--- src/hdl/crcfe_pkg.sv ---
// Shared types, constants and CRC helper functions for the CRC-16/X-25 frame engine.
package crcfe_pkg;

	localparam logic [15:0] CRC_POLY   = 16'h1021;
	localparam logic [15:0] CRC_INIT   = 16'hFFFF;
	localparam logic [15:0] CRC_XOROUT = 16'hFFFF;
	localparam logic [1:0]  HELD_FULL  = 2'd2;

	localparam logic MODE_GENERATE = 1'b0;
	localparam logic MODE_CHECK    = 1'b1;

	// One classified request handed from the front to the back
	typedef struct packed {
		logic [7:0]  data_byte;
		logic [15:0] crc_final;
		logic        append;    // generate-mode frame end: CRC low/high follow the echo
		logic        last;      // check-mode frame end: echo is the final result
		logic        ok;        // check verdict, only meaningful with last
	} crcfe_job_t;

	// Queue status seen by both sides
	typedef struct packed {
		logic full;
		logic empty;
	} crcfe_qstat_t;

	function automatic logic [7:0] flip8(input logic [7:0] b);
		logic [7:0] r;
		for (int i = 0; i < 8; i++) begin
			r[7 - i] = b[i];
		end
		return r;
	endfunction

	function automatic logic [15:0] flip16(input logic [15:0] w);
		logic [15:0] r;
		for (int i = 0; i < 16; i++) begin
			r[15 - i] = w[i];
		end
		return r;
	endfunction

	// Eight MSB-first shift steps with the reflected byte folded into the top
	function automatic logic [15:0] crc_absorb(input logic [15:0] crc, input logic [7:0] b);
		logic [15:0] r;
		r = crc ^ {flip8(b), 8'h00};
		for (int i = 0; i < 8; i++) begin
			if (r[15]) begin
				r = {r[14:0], 1'b0} ^ CRC_POLY;
			end else begin
				r = {r[14:0], 1'b0};
			end
		end
		return r;
	endfunction

endpackage

--- src/hdl/crcfe_front.sv ---
// Front end: accepts input requests, updates CRC and delay state, classifies each request.
module crcfe_front (
	input  logic                clk,
	input  logic                arst_n,
	input  logic                in_valid,
	output logic                in_ready,
	input  logic                mode,
	input  logic [7:0]          data_byte,
	input  logic                frame_start,
	input  logic                frame_end,
	input  crcfe_pkg::crcfe_qstat_t qstat,
	output logic                push,
	output crcfe_pkg::crcfe_job_t   job
);
	import crcfe_pkg::*;

	logic [15:0] crc_q;
	logic [15:0] held_q;
	logic [1:0]  cnt_q;

	logic [15:0] crc_base, held_base, crc_new, held_new, crc_fin;
	logic [1:0]  cnt_base, cnt_new;
	logic        ok;

	assign in_ready = !qstat.full;
	assign push     = in_valid && in_ready;

	// Next-state for CRC register and two-byte delay
	always_comb begin
		crc_base  = frame_start ? CRC_INIT : crc_q;
		held_base = frame_start ? 16'h0000 : held_q;
		cnt_base  = frame_start ? 2'd0 : cnt_q;
		if (mode == MODE_GENERATE) begin
			crc_new  = crc_absorb(crc_base, data_byte);
			held_new = held_base;
			cnt_new  = cnt_base;
		end else begin
			crc_new  = (cnt_base >= HELD_FULL) ? crc_absorb(crc_base, held_base[15:8])
			                                   : crc_base;
			held_new = {held_base[7:0], data_byte};
			cnt_new  = (cnt_base >= HELD_FULL) ? HELD_FULL : cnt_base + 2'd1;
		end
		crc_fin = flip16(crc_new) ^ CRC_XOROUT;
		ok = (cnt_new >= HELD_FULL) && (held_new[15:8] == crc_fin[7:0])
		     && (held_new[7:0] == crc_fin[15:8]);
	end

	// Classified request towards the queue
	always_comb begin
		job.data_byte = data_byte;
		job.crc_final = crc_fin;
		job.append    = (mode == MODE_GENERATE) && frame_end;
		job.last      = (mode == MODE_CHECK) && frame_end;
		job.ok        = (mode == MODE_CHECK) && frame_end && ok;
	end

	// State registers
	always_ff @(posedge clk or negedge arst_n) begin
		if (!arst_n) begin
			crc_q  <= CRC_INIT;
			held_q <= 16'h0000;
			cnt_q  <= 2'd0;
		end else if (push) begin
			crc_q  <= crc_new;
			held_q <= held_new;
			cnt_q  <= cnt_new;
		end
	end

endmodule

--- src/hdl/crcfe_queue.sv ---
// Short request queue between front and back ends.
module crcfe_queue #(
	parameter int DEPTH = 4
) (
	input  logic                    clk,
	input  logic                    arst_n,
	input  logic                    push,
	input  crcfe_pkg::crcfe_job_t   wr_job,
	input  logic                    pop,
	output crcfe_pkg::crcfe_job_t   rd_job,
	output crcfe_pkg::crcfe_qstat_t qstat
);
	import crcfe_pkg::*;

	localparam int PW = (DEPTH > 1) ? $clog2(DEPTH) : 1;
	localparam int CW = $clog2(DEPTH + 1);
	localparam logic [PW-1:0] LAST_PTR = PW'(DEPTH - 1);
	localparam logic [CW-1:0] FULL_CNT = CW'(DEPTH);

	crcfe_job_t    mem_q [DEPTH];
	logic [PW-1:0] wr_ptr_q, rd_ptr_q;
	logic [CW-1:0] cnt_q;
	logic          do_push, do_pop;

	assign qstat.full  = (cnt_q == FULL_CNT);
	assign qstat.empty = (cnt_q == '0);
	assign do_push     = push && !qstat.full;
	assign do_pop      = pop && !qstat.empty;
	assign rd_job      = mem_q[rd_ptr_q];

	// Storage
	always_ff @(posedge clk) begin
		if (do_push) begin
			mem_q[wr_ptr_q] <= wr_job;
		end
	end

	// Pointers and fill count
	always_ff @(posedge clk or negedge arst_n) begin
		if (!arst_n) begin
			wr_ptr_q <= '0;
			rd_ptr_q <= '0;
			cnt_q    <= '0;
		end else begin
			if (do_push) begin
				wr_ptr_q <= (wr_ptr_q == LAST_PTR) ? '0 : wr_ptr_q + PW'(1);
			end
			if (do_pop) begin
				rd_ptr_q <= (rd_ptr_q == LAST_PTR) ? '0 : rd_ptr_q + PW'(1);
			end
			if (do_push && !do_pop) begin
				cnt_q <= cnt_q + CW'(1);
			end else if (do_pop && !do_push) begin
				cnt_q <= cnt_q - CW'(1);
			end
		end
	end

endmodule

--- src/hdl/crcfe_back.sv ---
// Back end: expands queued requests into result requests through the output register.
module crcfe_back (
	input  logic                    clk,
	input  logic                    arst_n,
	input  crcfe_pkg::crcfe_job_t   head_job,
	input  crcfe_pkg::crcfe_qstat_t qstat,
	output logic                    pop,
	output logic                    out_valid,
	input  logic                    out_ready,
	output logic [7:0]              out_byte,
	output logic                    out_last,
	output logic                    check_ok,
	output logic [15:0]             crc_value
);
	import crcfe_pkg::*;

	typedef enum logic [1:0] {
		PH_ECHO,
		PH_CRC_LO,
		PH_CRC_HI
	} phase_t;

	phase_t     phase_q;
	crcfe_job_t cur_q;
	logic       out_valid_q;
	logic       advance;

	assign advance   = !out_valid_q || out_ready;
	assign pop       = advance && (phase_q == PH_ECHO) && !qstat.empty;
	assign out_valid = out_valid_q;

	// Phase sequencer and output register
	always_ff @(posedge clk or negedge arst_n) begin
		if (!arst_n) begin
			phase_q     <= PH_ECHO;
			out_valid_q <= 1'b0;
			cur_q       <= '0;
			out_byte    <= 8'h00;
			out_last    <= 1'b0;
			check_ok    <= 1'b0;
			crc_value   <= 16'h0000;
		end else if (advance) begin
			case (phase_q)
				PH_ECHO: begin
					out_valid_q <= !qstat.empty;
					if (!qstat.empty) begin
						cur_q     <= head_job;
						out_byte  <= head_job.data_byte;
						out_last  <= head_job.last;
						check_ok  <= head_job.ok;
						crc_value <= head_job.crc_final;
						phase_q   <= head_job.append ? PH_CRC_LO : PH_ECHO;
					end
				end
				PH_CRC_LO: begin
					out_valid_q <= 1'b1;
					out_byte    <= cur_q.crc_final[7:0];
					out_last    <= 1'b0;
					check_ok    <= 1'b0;
					crc_value   <= cur_q.crc_final;
					phase_q     <= PH_CRC_HI;
				end
				PH_CRC_HI: begin
					out_valid_q <= 1'b1;
					out_byte    <= cur_q.crc_final[15:8];
					out_last    <= 1'b1;
					check_ok    <= 1'b0;
					crc_value   <= cur_q.crc_final;
					phase_q     <= PH_ECHO;
				end
				default: begin
					out_valid_q <= 1'b0;
					phase_q     <= PH_ECHO;
				end
			endcase
		end
	end

endmodule

--- src/hdl/crc16_x25_frame_engine.sv ---
// Top level of the CRC-16/X-25 frame engine.
//
// Takes one byte request per cycle while the queue has room and gives one result
// request per cycle while out_ready is high. A byte is absorbed by the front end in
// the cycle it is accepted (CRC-16/X-25: poly 0x1021, init 0xFFFF, reflected in and
// out, XOR 0xFFFF); its request is then written into the request queue and from there
// loaded into the output register. A generate-mode frame end gives three results (echo,
// CRC low, CRC high), so it holds the back end while they go out; the request queue
// between front and back (QUEUE_DEPTH entries) keeps the input flowing meanwhile.
// Sustained rate is one byte per cycle, less per short generated frame. Check mode holds
// the two newest bytes back from the CRC and flags check_ok on the last byte.
module crc16_x25_frame_engine #(
	parameter int QUEUE_DEPTH = 4
) (
	input  logic        clk,
	input  logic        arst_n,
	input  logic        in_valid,
	output logic        in_ready,
	input  logic        mode,
	input  logic [7:0]  data_byte,
	input  logic        frame_start,
	input  logic        frame_end,
	output logic        out_valid,
	input  logic        out_ready,
	output logic [7:0]  out_byte,
	output logic        out_last,
	output logic        check_ok,
	output logic [15:0] crc_value
);
	import crcfe_pkg::*;

	crcfe_job_t   push_job, head_job;
	crcfe_qstat_t qstat;
	logic         push, pop;

	// Front end
	crcfe_front u_front (
		.clk         (clk),
		.arst_n      (arst_n),
		.in_valid    (in_valid),
		.in_ready    (in_ready),
		.mode        (mode),
		.data_byte   (data_byte),
		.frame_start (frame_start),
		.frame_end   (frame_end),
		.qstat       (qstat),
		.push        (push),
		.job         (push_job)
	);

	// Request queue
	crcfe_queue #(
		.DEPTH (QUEUE_DEPTH)
	) u_queue (
		.clk    (clk),
		.arst_n (arst_n),
		.push   (push),
		.wr_job (push_job),
		.pop    (pop),
		.rd_job (head_job),
		.qstat  (qstat)
	);

	// Back end
	crcfe_back u_back (
		.clk       (clk),
		.arst_n    (arst_n),
		.head_job  (head_job),
		.qstat     (qstat),
		.pop       (pop),
		.out_valid (out_valid),
		.out_ready (out_ready),
		.out_byte  (out_byte),
		.out_last  (out_last),
		.check_ok  (check_ok),
		.crc_value (crc_value)
	);

endmodule

--- config.mk ---
export PLATFORM = sky130hd
export DESIGN_NAME = crc16_x25_frame_engine
export DESIGN_NICKNAME = d
export VERILOG_FILES = /design/src/hdl/crcfe_pkg.sv /design/src/hdl/crcfe_front.sv /design/src/hdl/crcfe_queue.sv /design/src/hdl/crcfe_back.sv /design/src/hdl/crc16_x25_frame_engine.sv
export SDC_FILE = /design/constraint.sdc
export NUM_CORES = 1
export LEC_CHECK = 0
export BUFFER_PORTS_ARGS = -buffer_cell sky130_fd_sc_hd__buf_4
export CORE_UTILIZATION = 66
export CTS_CLUSTER_DIAMETER = 80
export CTS_CLUSTER_SIZE = 30
export DETAILED_ROUTE_END_ITERATION = 8
export PLACE_DENSITY = 0.93
export SETUP_SLACK_MARGIN = 0.2
export SYNTH_ARGS = -nofsm -noshare
export SYNTH_HDL_FRONTEND = slang
export SYNTH_SLANG_ARGS = --single-unit
--- constraint.sdc ---
create_clock -name clk -period 5.6 [get_ports clk]
set_input_delay 1.4 -clock clk [delete_from_list [all_inputs] [get_ports clk]]
set_output_delay 1.4 -clock clk [all_outputs]
set_load 0.01 [all_outputs]
* Word level (Yosys, flattened, before mapping)
Memory sizes are Yosys's and may differ from the RTL's.
Cells that the tools add are included.
** Storage, ports and cells
- Output and inout port bits :: 28
- Memories kept :: 1
- ROM bits :: 0
- Memory bits (writable) :: 108
- Input port bits :: 15
- Logic and storage cells :: 134
- Bits in latches :: 0
- Register bits :: 86
** Memories
- u_queue.mem_q :: depth 4, bits a word 27, rd ports 1, clocked after Yosys merged registers in 0, write ports 1, RTL line crcfe_queue.sv:20 : crcfe_job_t mem_q [DEPTH];
** Operators by class
- Bitwise logic cells :: 21
- Order comparisons :: 2
- Multiply operators :: 0
- Muxes and demuxes :: 56
- Div/mod/pow operators :: 0
- Eq/ne operators :: 8
- Add/subtract/negate cells :: 5
- Shifts and indexed selects :: 0
- Reductions and logical operators :: 28
** Operators with widths (number)
- $mux W16 :: 20
- $mux W13 :: 16
- $not A3 Y3 :: 16
- $pmux W16 S2 :: 1
- $xor A16 B16 Y16 :: 2
- $pmux W8 S3 :: 1
- $eq A8 B8 Y1 :: 2
- $not A16 Y16 :: 1
- $logic_and A1 B1 Y1 :: 12
- $mux W2 :: 6
- $reduce_and A3 Y1 :: 3
- $mux W8 :: 1
- $add A2 B1 Y2 const B :: 3
- $eq A2 B2 Y1 const B :: 3
- $mux W3 :: 2
- $logic_not A1 Y1 :: 5
- $mux W1 :: 5
- $ge A2 B2 Y1 const B :: 2
- $pmux W1 S2 :: 2
- $pmux W2 S2 :: 1
- $reduce_bool A2 Y1 :: 2
- $add A3 B1 Y3 const B :: 1
- $eq A3 B3 Y1 const B :: 1
- $logic_not A3 Y1 :: 1
- 10 further kinds :: 11

* Longest topological paths before layout
Gate-level depths: netlist of the first run.
- Depth after elaboration :: 32
- Depth in mapped cells :: 12
- Depth with buffers taken out :: 11

* Modules after synthesis
Synthesis of the first run repeated with hierarchy kept, for this count alone.
** Second synthesis, totals
- Cells, all modules :: 742
- Area, all modules :: 9969.6 um2
** Modules (own cells, without submodules)
- crcfe_queue :: area an instance 4336.7 um2, cells each 178, sequential area each 3418.3 um2, times used 1
- crcfe_front :: area an instance 3488.3 um2, cells each 409, sequential area each 870.8 um2, times used 1
- crcfe_back :: area an instance 2144.6 um2, cells each 155, sequential area each 1126.1 um2, times used 1

* Worst setup path after synthesis of the first run
Ideal clock, no wire load.
- Path kind :: in2reg
- From :: input port data_byte[3]
- To :: memory u_queue.mem_q[0][0] (netlist name), data pin
- Slack :: 2.244 ns
- Buffers on the path :: 1
- Arrival time :: 3.150 ns
- Cell stages on the path :: 8
- Setup time :: 0.206 ns
- Required time :: 5.394 ns
- Cell sequence :: buf_2 -> xnor2_1 -> nor3_1 -> or4_1 -> a31oi_1 -> o22a_1 -> o211ai_1 -> nor4_2
** RTL lines
- start: declaration :: RTL line crc16_x25_frame_engine.sv:20 : input logic [7:0] data_byte,
- end: declaration :: RTL line crcfe_queue.sv:20

==> out/qor.csv, run 1 <==
metric,value,unit
outcome,"finished, final reports clean",
portBuffers,42,
ios,43,
fin_nets,783,
peakVddDrop,375,uV
path_max_fanout,46,
hpwlAfterDp,14.7,mm
reg2reg_slack,2.61,ns
synth-edff-count,108,
synthesis.area,9370,um2
insertion_delay,0.44,ns
seq_area,5420,um2
route.vias.total,6366,
wl_per_cell,24.4,um
r2r_cells,11,
r2r_end,u_queue.cnt_q[2],
slew_viol_final,0,
place.detailed.instances,918,
numCtsBuffers,17,
start_util,67.5,%
endpoint_kind,register,
rows,43,
hold_violations,0,
syn_to_final_growth,10.5,%
fin_worst_skew,0.0139,ns
cts_resized,0,
power.leakage,3.99,nW
arrival,3.92,ns
power.share.clock,17.9,%
finalPower,6.62,mW
seq_power_share,38.8,%
p_int,4.06,mW
power_density,639,nW/um2
swShare,38.7,%
hold_start,u_back.crc_value[15],
max_cap_viol_count,0,
root_buffer,clkbuf_16,
seq_area_frac_synth,57.8,%
cts_max_level,4,
gr-total-overflow,0,
grt_pass1_vias,6297,
hold_depth,2,
cp-start-kind,input pin,
final_cell_mix,"108 x edfxtp_1, 74 x nand2_1, 69 x o21ai_0, 69 x dfrtp_1, 53 x buf_4",
fin_crit,3.74,ns
syn_nets,761,
core,13900,um2
grt_pass1_wl,35.6,mm
num-fill-cells,828,
cts-hold-fix-buffers,0,
power_frac_comb,43.3,%
die_h,121,um
syn_area_per_cell,12.8,um2
tightestPinTransition,1.09,ns
worstPathRequired,5.78,ns
synth-async-reset-ratio,44.3,%
rsz0062_at_grt,no,
post_cts_buffers,0,
final_util,74.6,%
final_common_cell,edfxtp_1,
drc,0,
synth_flop_cell,edfxtp_1,
drive_gt1_share,20.7,%
fmax,267,MHz
setup_tns,0,ns
routed_wl,23.1,mm
min_period_over_period,66.8,%
dieArea,14700,um2
drtAntennaViolNets,0,
yosys_warnings,0,
insertedDiodeCount,0,
relSlewSlack,27.0,%
grt_max_degree,53,
drt_iter0_drc,936,
cts.sinks,194,
ys_types,69,
ys_ff_latch,194,
die_w,121,um
drt_first_pass_iters,7,
layout.cells.non_filler,949,
cts_tree,done,
p_sw,2.56,mW
regToRegStartpoint,u_queue.cnt_q[1],
min_path_type,reg2reg,
whs,0.486,ns
clockBufferDepth,2,
multiInputGateArea,3710,um2
gp_congestion,0.897,
syn_inst,735,
grt_use_total,33.7,%
via_per_inst,6.71,
hold_end,u_back.crc_value[15],
setup_viol,0,
grt_antenna_before_repair,0,
critPathKind,in2reg,
clkTransAtPathRegs,0.07,ns
## layer usage
metal  wire (um)  track usage, %
met4         874            14.8
met3        1780            5.64
met5           0               0
met2       11600            56.1
met1        8890            43.7
## cell usage after synthesis, drive strengths merged (11+ instances only)
master / n / area, um2
xor2: 18 / 158
clkbuf: 30 / 114
mux2i: 23 / 230
buf: 20 / 96.4
mux4: 27 / 608
nor2b: 12 / 75.1
a21oi: 23 / 119
a22oi: 12 / 90.1
nand2: 74 / 278
xnor2: 36 / 323
inv: 12 / 45.0
nor2: 34 / 128
dfrtp: 70 / 1750
a22o: 11 / 96.3
mux2: 22 / 248
edfxtp: 108 / 3240
dfstp: 16 / 420
o21ai: 71 / 355
## logic make-up (layout without fill, tap and decap cells)
logic type,Yosys count,after routing,synth area share [%]
fa+ha+maj,11,11,1.55
simple gates,174,174,8.94
flops,194,194,57.8
buf+inv,62,96,2.72
mux,72,72,11.6
xor+xnor,60,60,6.58
compound gates,162,162,10.8
## power groups by stage
stage | Sequential [mW] | Combinational, mW | Clock (mW)
final | 2.57 | 2.87 | 1.19
after floorplan | 2.39 | 2.08 | 0
after CTS | 2.56 | 2.84 | 1.19
after global placement | 2.52 | 2.62 | 0
after global routing | 2.62 | 3.09 | 1.25
after detailed placement | 2.57 | 2.76 | 0
## how the worst max path moves through the flow
| stage | start | end | slack (ns) | depth (start not counted) |
|---|---|---|---|---|
| final | mode | u_queue.mem_q[1][0] | 1.86 | 7 |
| after global routing | frame_start | u_queue.mem_q[1][0] | 1.73 | 8 |
| after CTS | mode | u_queue.mem_q[1][0] | 1.96 | 7 |
| after detailed placement | mode | u_queue.mem_q[1][0] | 1.52 | 7 |
| after global placement | frame_start | u_queue.mem_q[0][0] | 1.58 | 8 |
| after floorplan | data_byte[3] | u_queue.mem_q[0][0] | 2.24 | 8 |
## cell type report
type	count	share of cell area (%)
clock inverter	12	1.29
tap	180	2.17
clock buffer	19	4.18
sequential	194	52.3
multi-input combinational	479	35.8
inverter	12	0.435
timing repair buffer	53	3.84
## state kept, by name, indices dropped and copies added (netlist names)
signal            flops
u_back.out_last       1
u_back.cur_q         16
u_back.crc_value     16
u_queue.wr_ptr_q      2
u_front.held_q       16
u_back.phase_q        2
u_front.crc_q        16
u_back.check_ok       1
u_queue.cnt_q         3
u_back.out_valid      1
u_queue.mem_q       108
u_queue.rd_ptr_q      2
u_back.out_byte       8
u_front.cnt_q         2
## critical path, cell delays in order
cell      delay [ns]
buf_4           0.41
nand2b_1        0.49
a21o_1          0.30
o22ai_1         0.48
xnor2_1         0.22
nand4_1         0.16
nor4_2          0.45
## through the flow
step                      area [um2]  worst slack [ns]
after floorplan                 9370              2.24
after global placement          9790              1.58
after detailed placement        9790              1.52
after CTS                      10400              1.96
after global routing           10400              1.73
final                          10400              1.86
No activity file was read; power rests on OpenSTA's default activity.
==> run 2, diff against run 1 <==
Settings changed: CORE_UTILIZATION 66 to 56, PLACE_DENSITY 0.93 to 0.85.
Clock period 5.6 ns to 3.35 ns, I/O delays scaled along.
==> out/qor.csv, run 2 (synthesized netlist as in run 1, its figures left out) <==
metric,value,unit,change
clockBufferDepth,2,,unchanged
tightestPinTransition,1.02,ns,was 1.09 ns
hold_violations,0,,unchanged
fmax,337,MHz,
cts_max_level,4,,unchanged
finalPower,11.1,mW,was 6.62 mW
grt_pass1_wl,35.5,mm,was 35.6 mm
fin_nets,802,,was 783
arrival,3.18,ns,was 3.92 ns
gr-total-overflow,0,,unchanged
drtAntennaViolNets,0,,unchanged
ios,43,,unchanged
drc,0,,unchanged
core,16100,um2,was 13900 um2
portBuffers,42,,unchanged
grt_pass1_vias,6356,,was 6297
top_register,u_queue.mem_q,,unchanged
syn_to_final_growth,13.2,%,was 10.5%
hpwlAfterDp,15.3,mm,was 14.7 mm
cts_tree,done,,unchanged
critPathKind,reg2reg,,was in2reg
largest_register_ffs,108,,unchanged
worstPathRequired,3.56,ns,was 5.78 ns
cp-start-kind,register,,was input pin
outcome,"finished, final reports clean",,unchanged
die_h,131,um,was 121 um
gp_congestion,0.939,,was 0.897
grt_use_total,27.6,%,was 33.7%
slew_viol_final,0,,unchanged
setup_tns,0,ns,unchanged
endpoint_kind,register,,unchanged
wl_per_cell,22.1,um,was 24.4 um
drive_gt1_share,23.3,%,was 20.7%
fin_worst_skew,0.00968,ns,was 0.0139 ns
power_density,1040,nW/um2,was 639 nW/um2
max_cap_viol_count,0,,unchanged
min_period_over_period,88.7,%,
setup_viol,0,,unchanged
cts-hold-fix-buffers,0,,unchanged
start_util,58.2,%,was 67.5%
grt_max_degree,47,,was 53
post_cts_buffers,0,,unchanged
grt_antenna_before_repair,1,,was 0
rsz0062_at_grt,no,,unchanged
route.vias.total,6216,,was 6366
peakVddDrop,629,uV,was 375 uV
rows,46,,was 43
fin_crit,2.97,ns,
clkTransAtPathRegs,0.07,ns,about the same
final_common_cell,edfxtp_1,,unchanged
relSlewSlack,31.9,%,was 27.0%
routed_wl,22.2,mm,was 23.1 mm
cts.sinks,194,,unchanged
num-fill-cells,1132,,was 828
layout.cells.non_filler,1006,,was 949
power.leakage,4.10,nW,was 3.99 nW
min_path_type,in2async,,was reg2reg
dieArea,17300,um2,was 14700 um2
place.detailed.instances,973,,was 918
die_w,131,um,was 121 um
final_cell_mix,"108 x edfxtp_1, 74 x nand2_1, 70 x buf_4",,"was 108 x edfxtp_1, 74 x nand2_1, 69 x o21ai_0, 69 x dfrtp_1, 53 x buf_4"
numCtsBuffers,17,,unchanged
path_max_fanout,8,,was 46
insertion_delay,0.44,ns,about the same
drt_iter0_drc,540,,was 936
final_util,65.9,%,was 74.6%
via_per_inst,6.18,,was 6.71
whs,0.391,ns,was 0.486 ns
root_buffer,clkbuf_16,,unchanged
drt_first_pass_iters,5,,was 7
run 2: final cells by class:
cell class / instances / area [um2] / share of cell area, %
Timing Repair Buffer: 72 / 566 / 5.33
Sequential cell: 194 / 5420 / 51.0
Inverter: 12 / 45.0 / 0.424
Antenna cell: 1 / 2.50 / 0.0236
Clock buffer: 17 / 425 / 4.01
Clock inverter: 15 / 175 / 1.65
Tap cell: 216 / 270 / 2.55
Multi-Input combinational cell: 479 / 3710 / 35.0
run 2: per-stage QoR:
| stage | instance area, um2 | setup slack (ns) |
|---|---|---|
| after CTS | 10600 | 0.400 |
| after global placement | 10000 | 0.193 |
| after floorplan | 9370 | 0.557 |
| after global routing | 10600 | 0.207 |
| after detailed placement | 10000 | 0.159 |
| final | 10600 | 0.379 |
run 2: power by group:
group	leakage (nW)	internal, mW	switching, mW
sequential	2.03	3.55	0.737
combinational	1.78	2.19	2.54
clock	0.290	1.12	0.928
total	4.10	6.87	4.21
run 2: metal layers:
layer,share of wire (%),vias to the layer above,global-route usage (%)
li1,-,2817,-
met1,41,3084,36.0
met2,50,265,45.8
met3,6.2,50,5.13
met4,2.9,0,11.4
met5,0,-,0
run 2: path summary, 6_finish.rpt:
path	cells past startpoint	to	start	slack, ns
max	8	u_queue.mem_q[1][0]	u_front.crc_q[13]	0.38
min	1	u_back.out_byte[0]	arst_n	0.39
max reg2reg	8	u_queue.mem_q[1][0]	u_front.crc_q[13]	0.38
min reg2reg	2	u_back.out_byte[4]	u_back.out_byte[4]	0.48
max in group asynchronous	2	u_front.crc_q[10]	arst_n	2.22
min in group clk	2	u_back.out_byte[4]	u_back.out_byte[4]	0.48
run 2: what timing repair did:
action                                 in CTS  in global routing
resized for setup                           0                  1
endpoints found under the hold margin       0                  0
setup endpoints to repair                   0                  4
run 2: worst max-delay path, stage by stage, from the launching register on:
cell	delay (ns)
dfstp_2	0.68
xnor2_1	0.22
or3_4	0.43
and3b_4	0.20
or4_4	0.51
a21oi_2	0.15
o32ai_1	0.12
buf_4	0.16
nor4_2	0.28
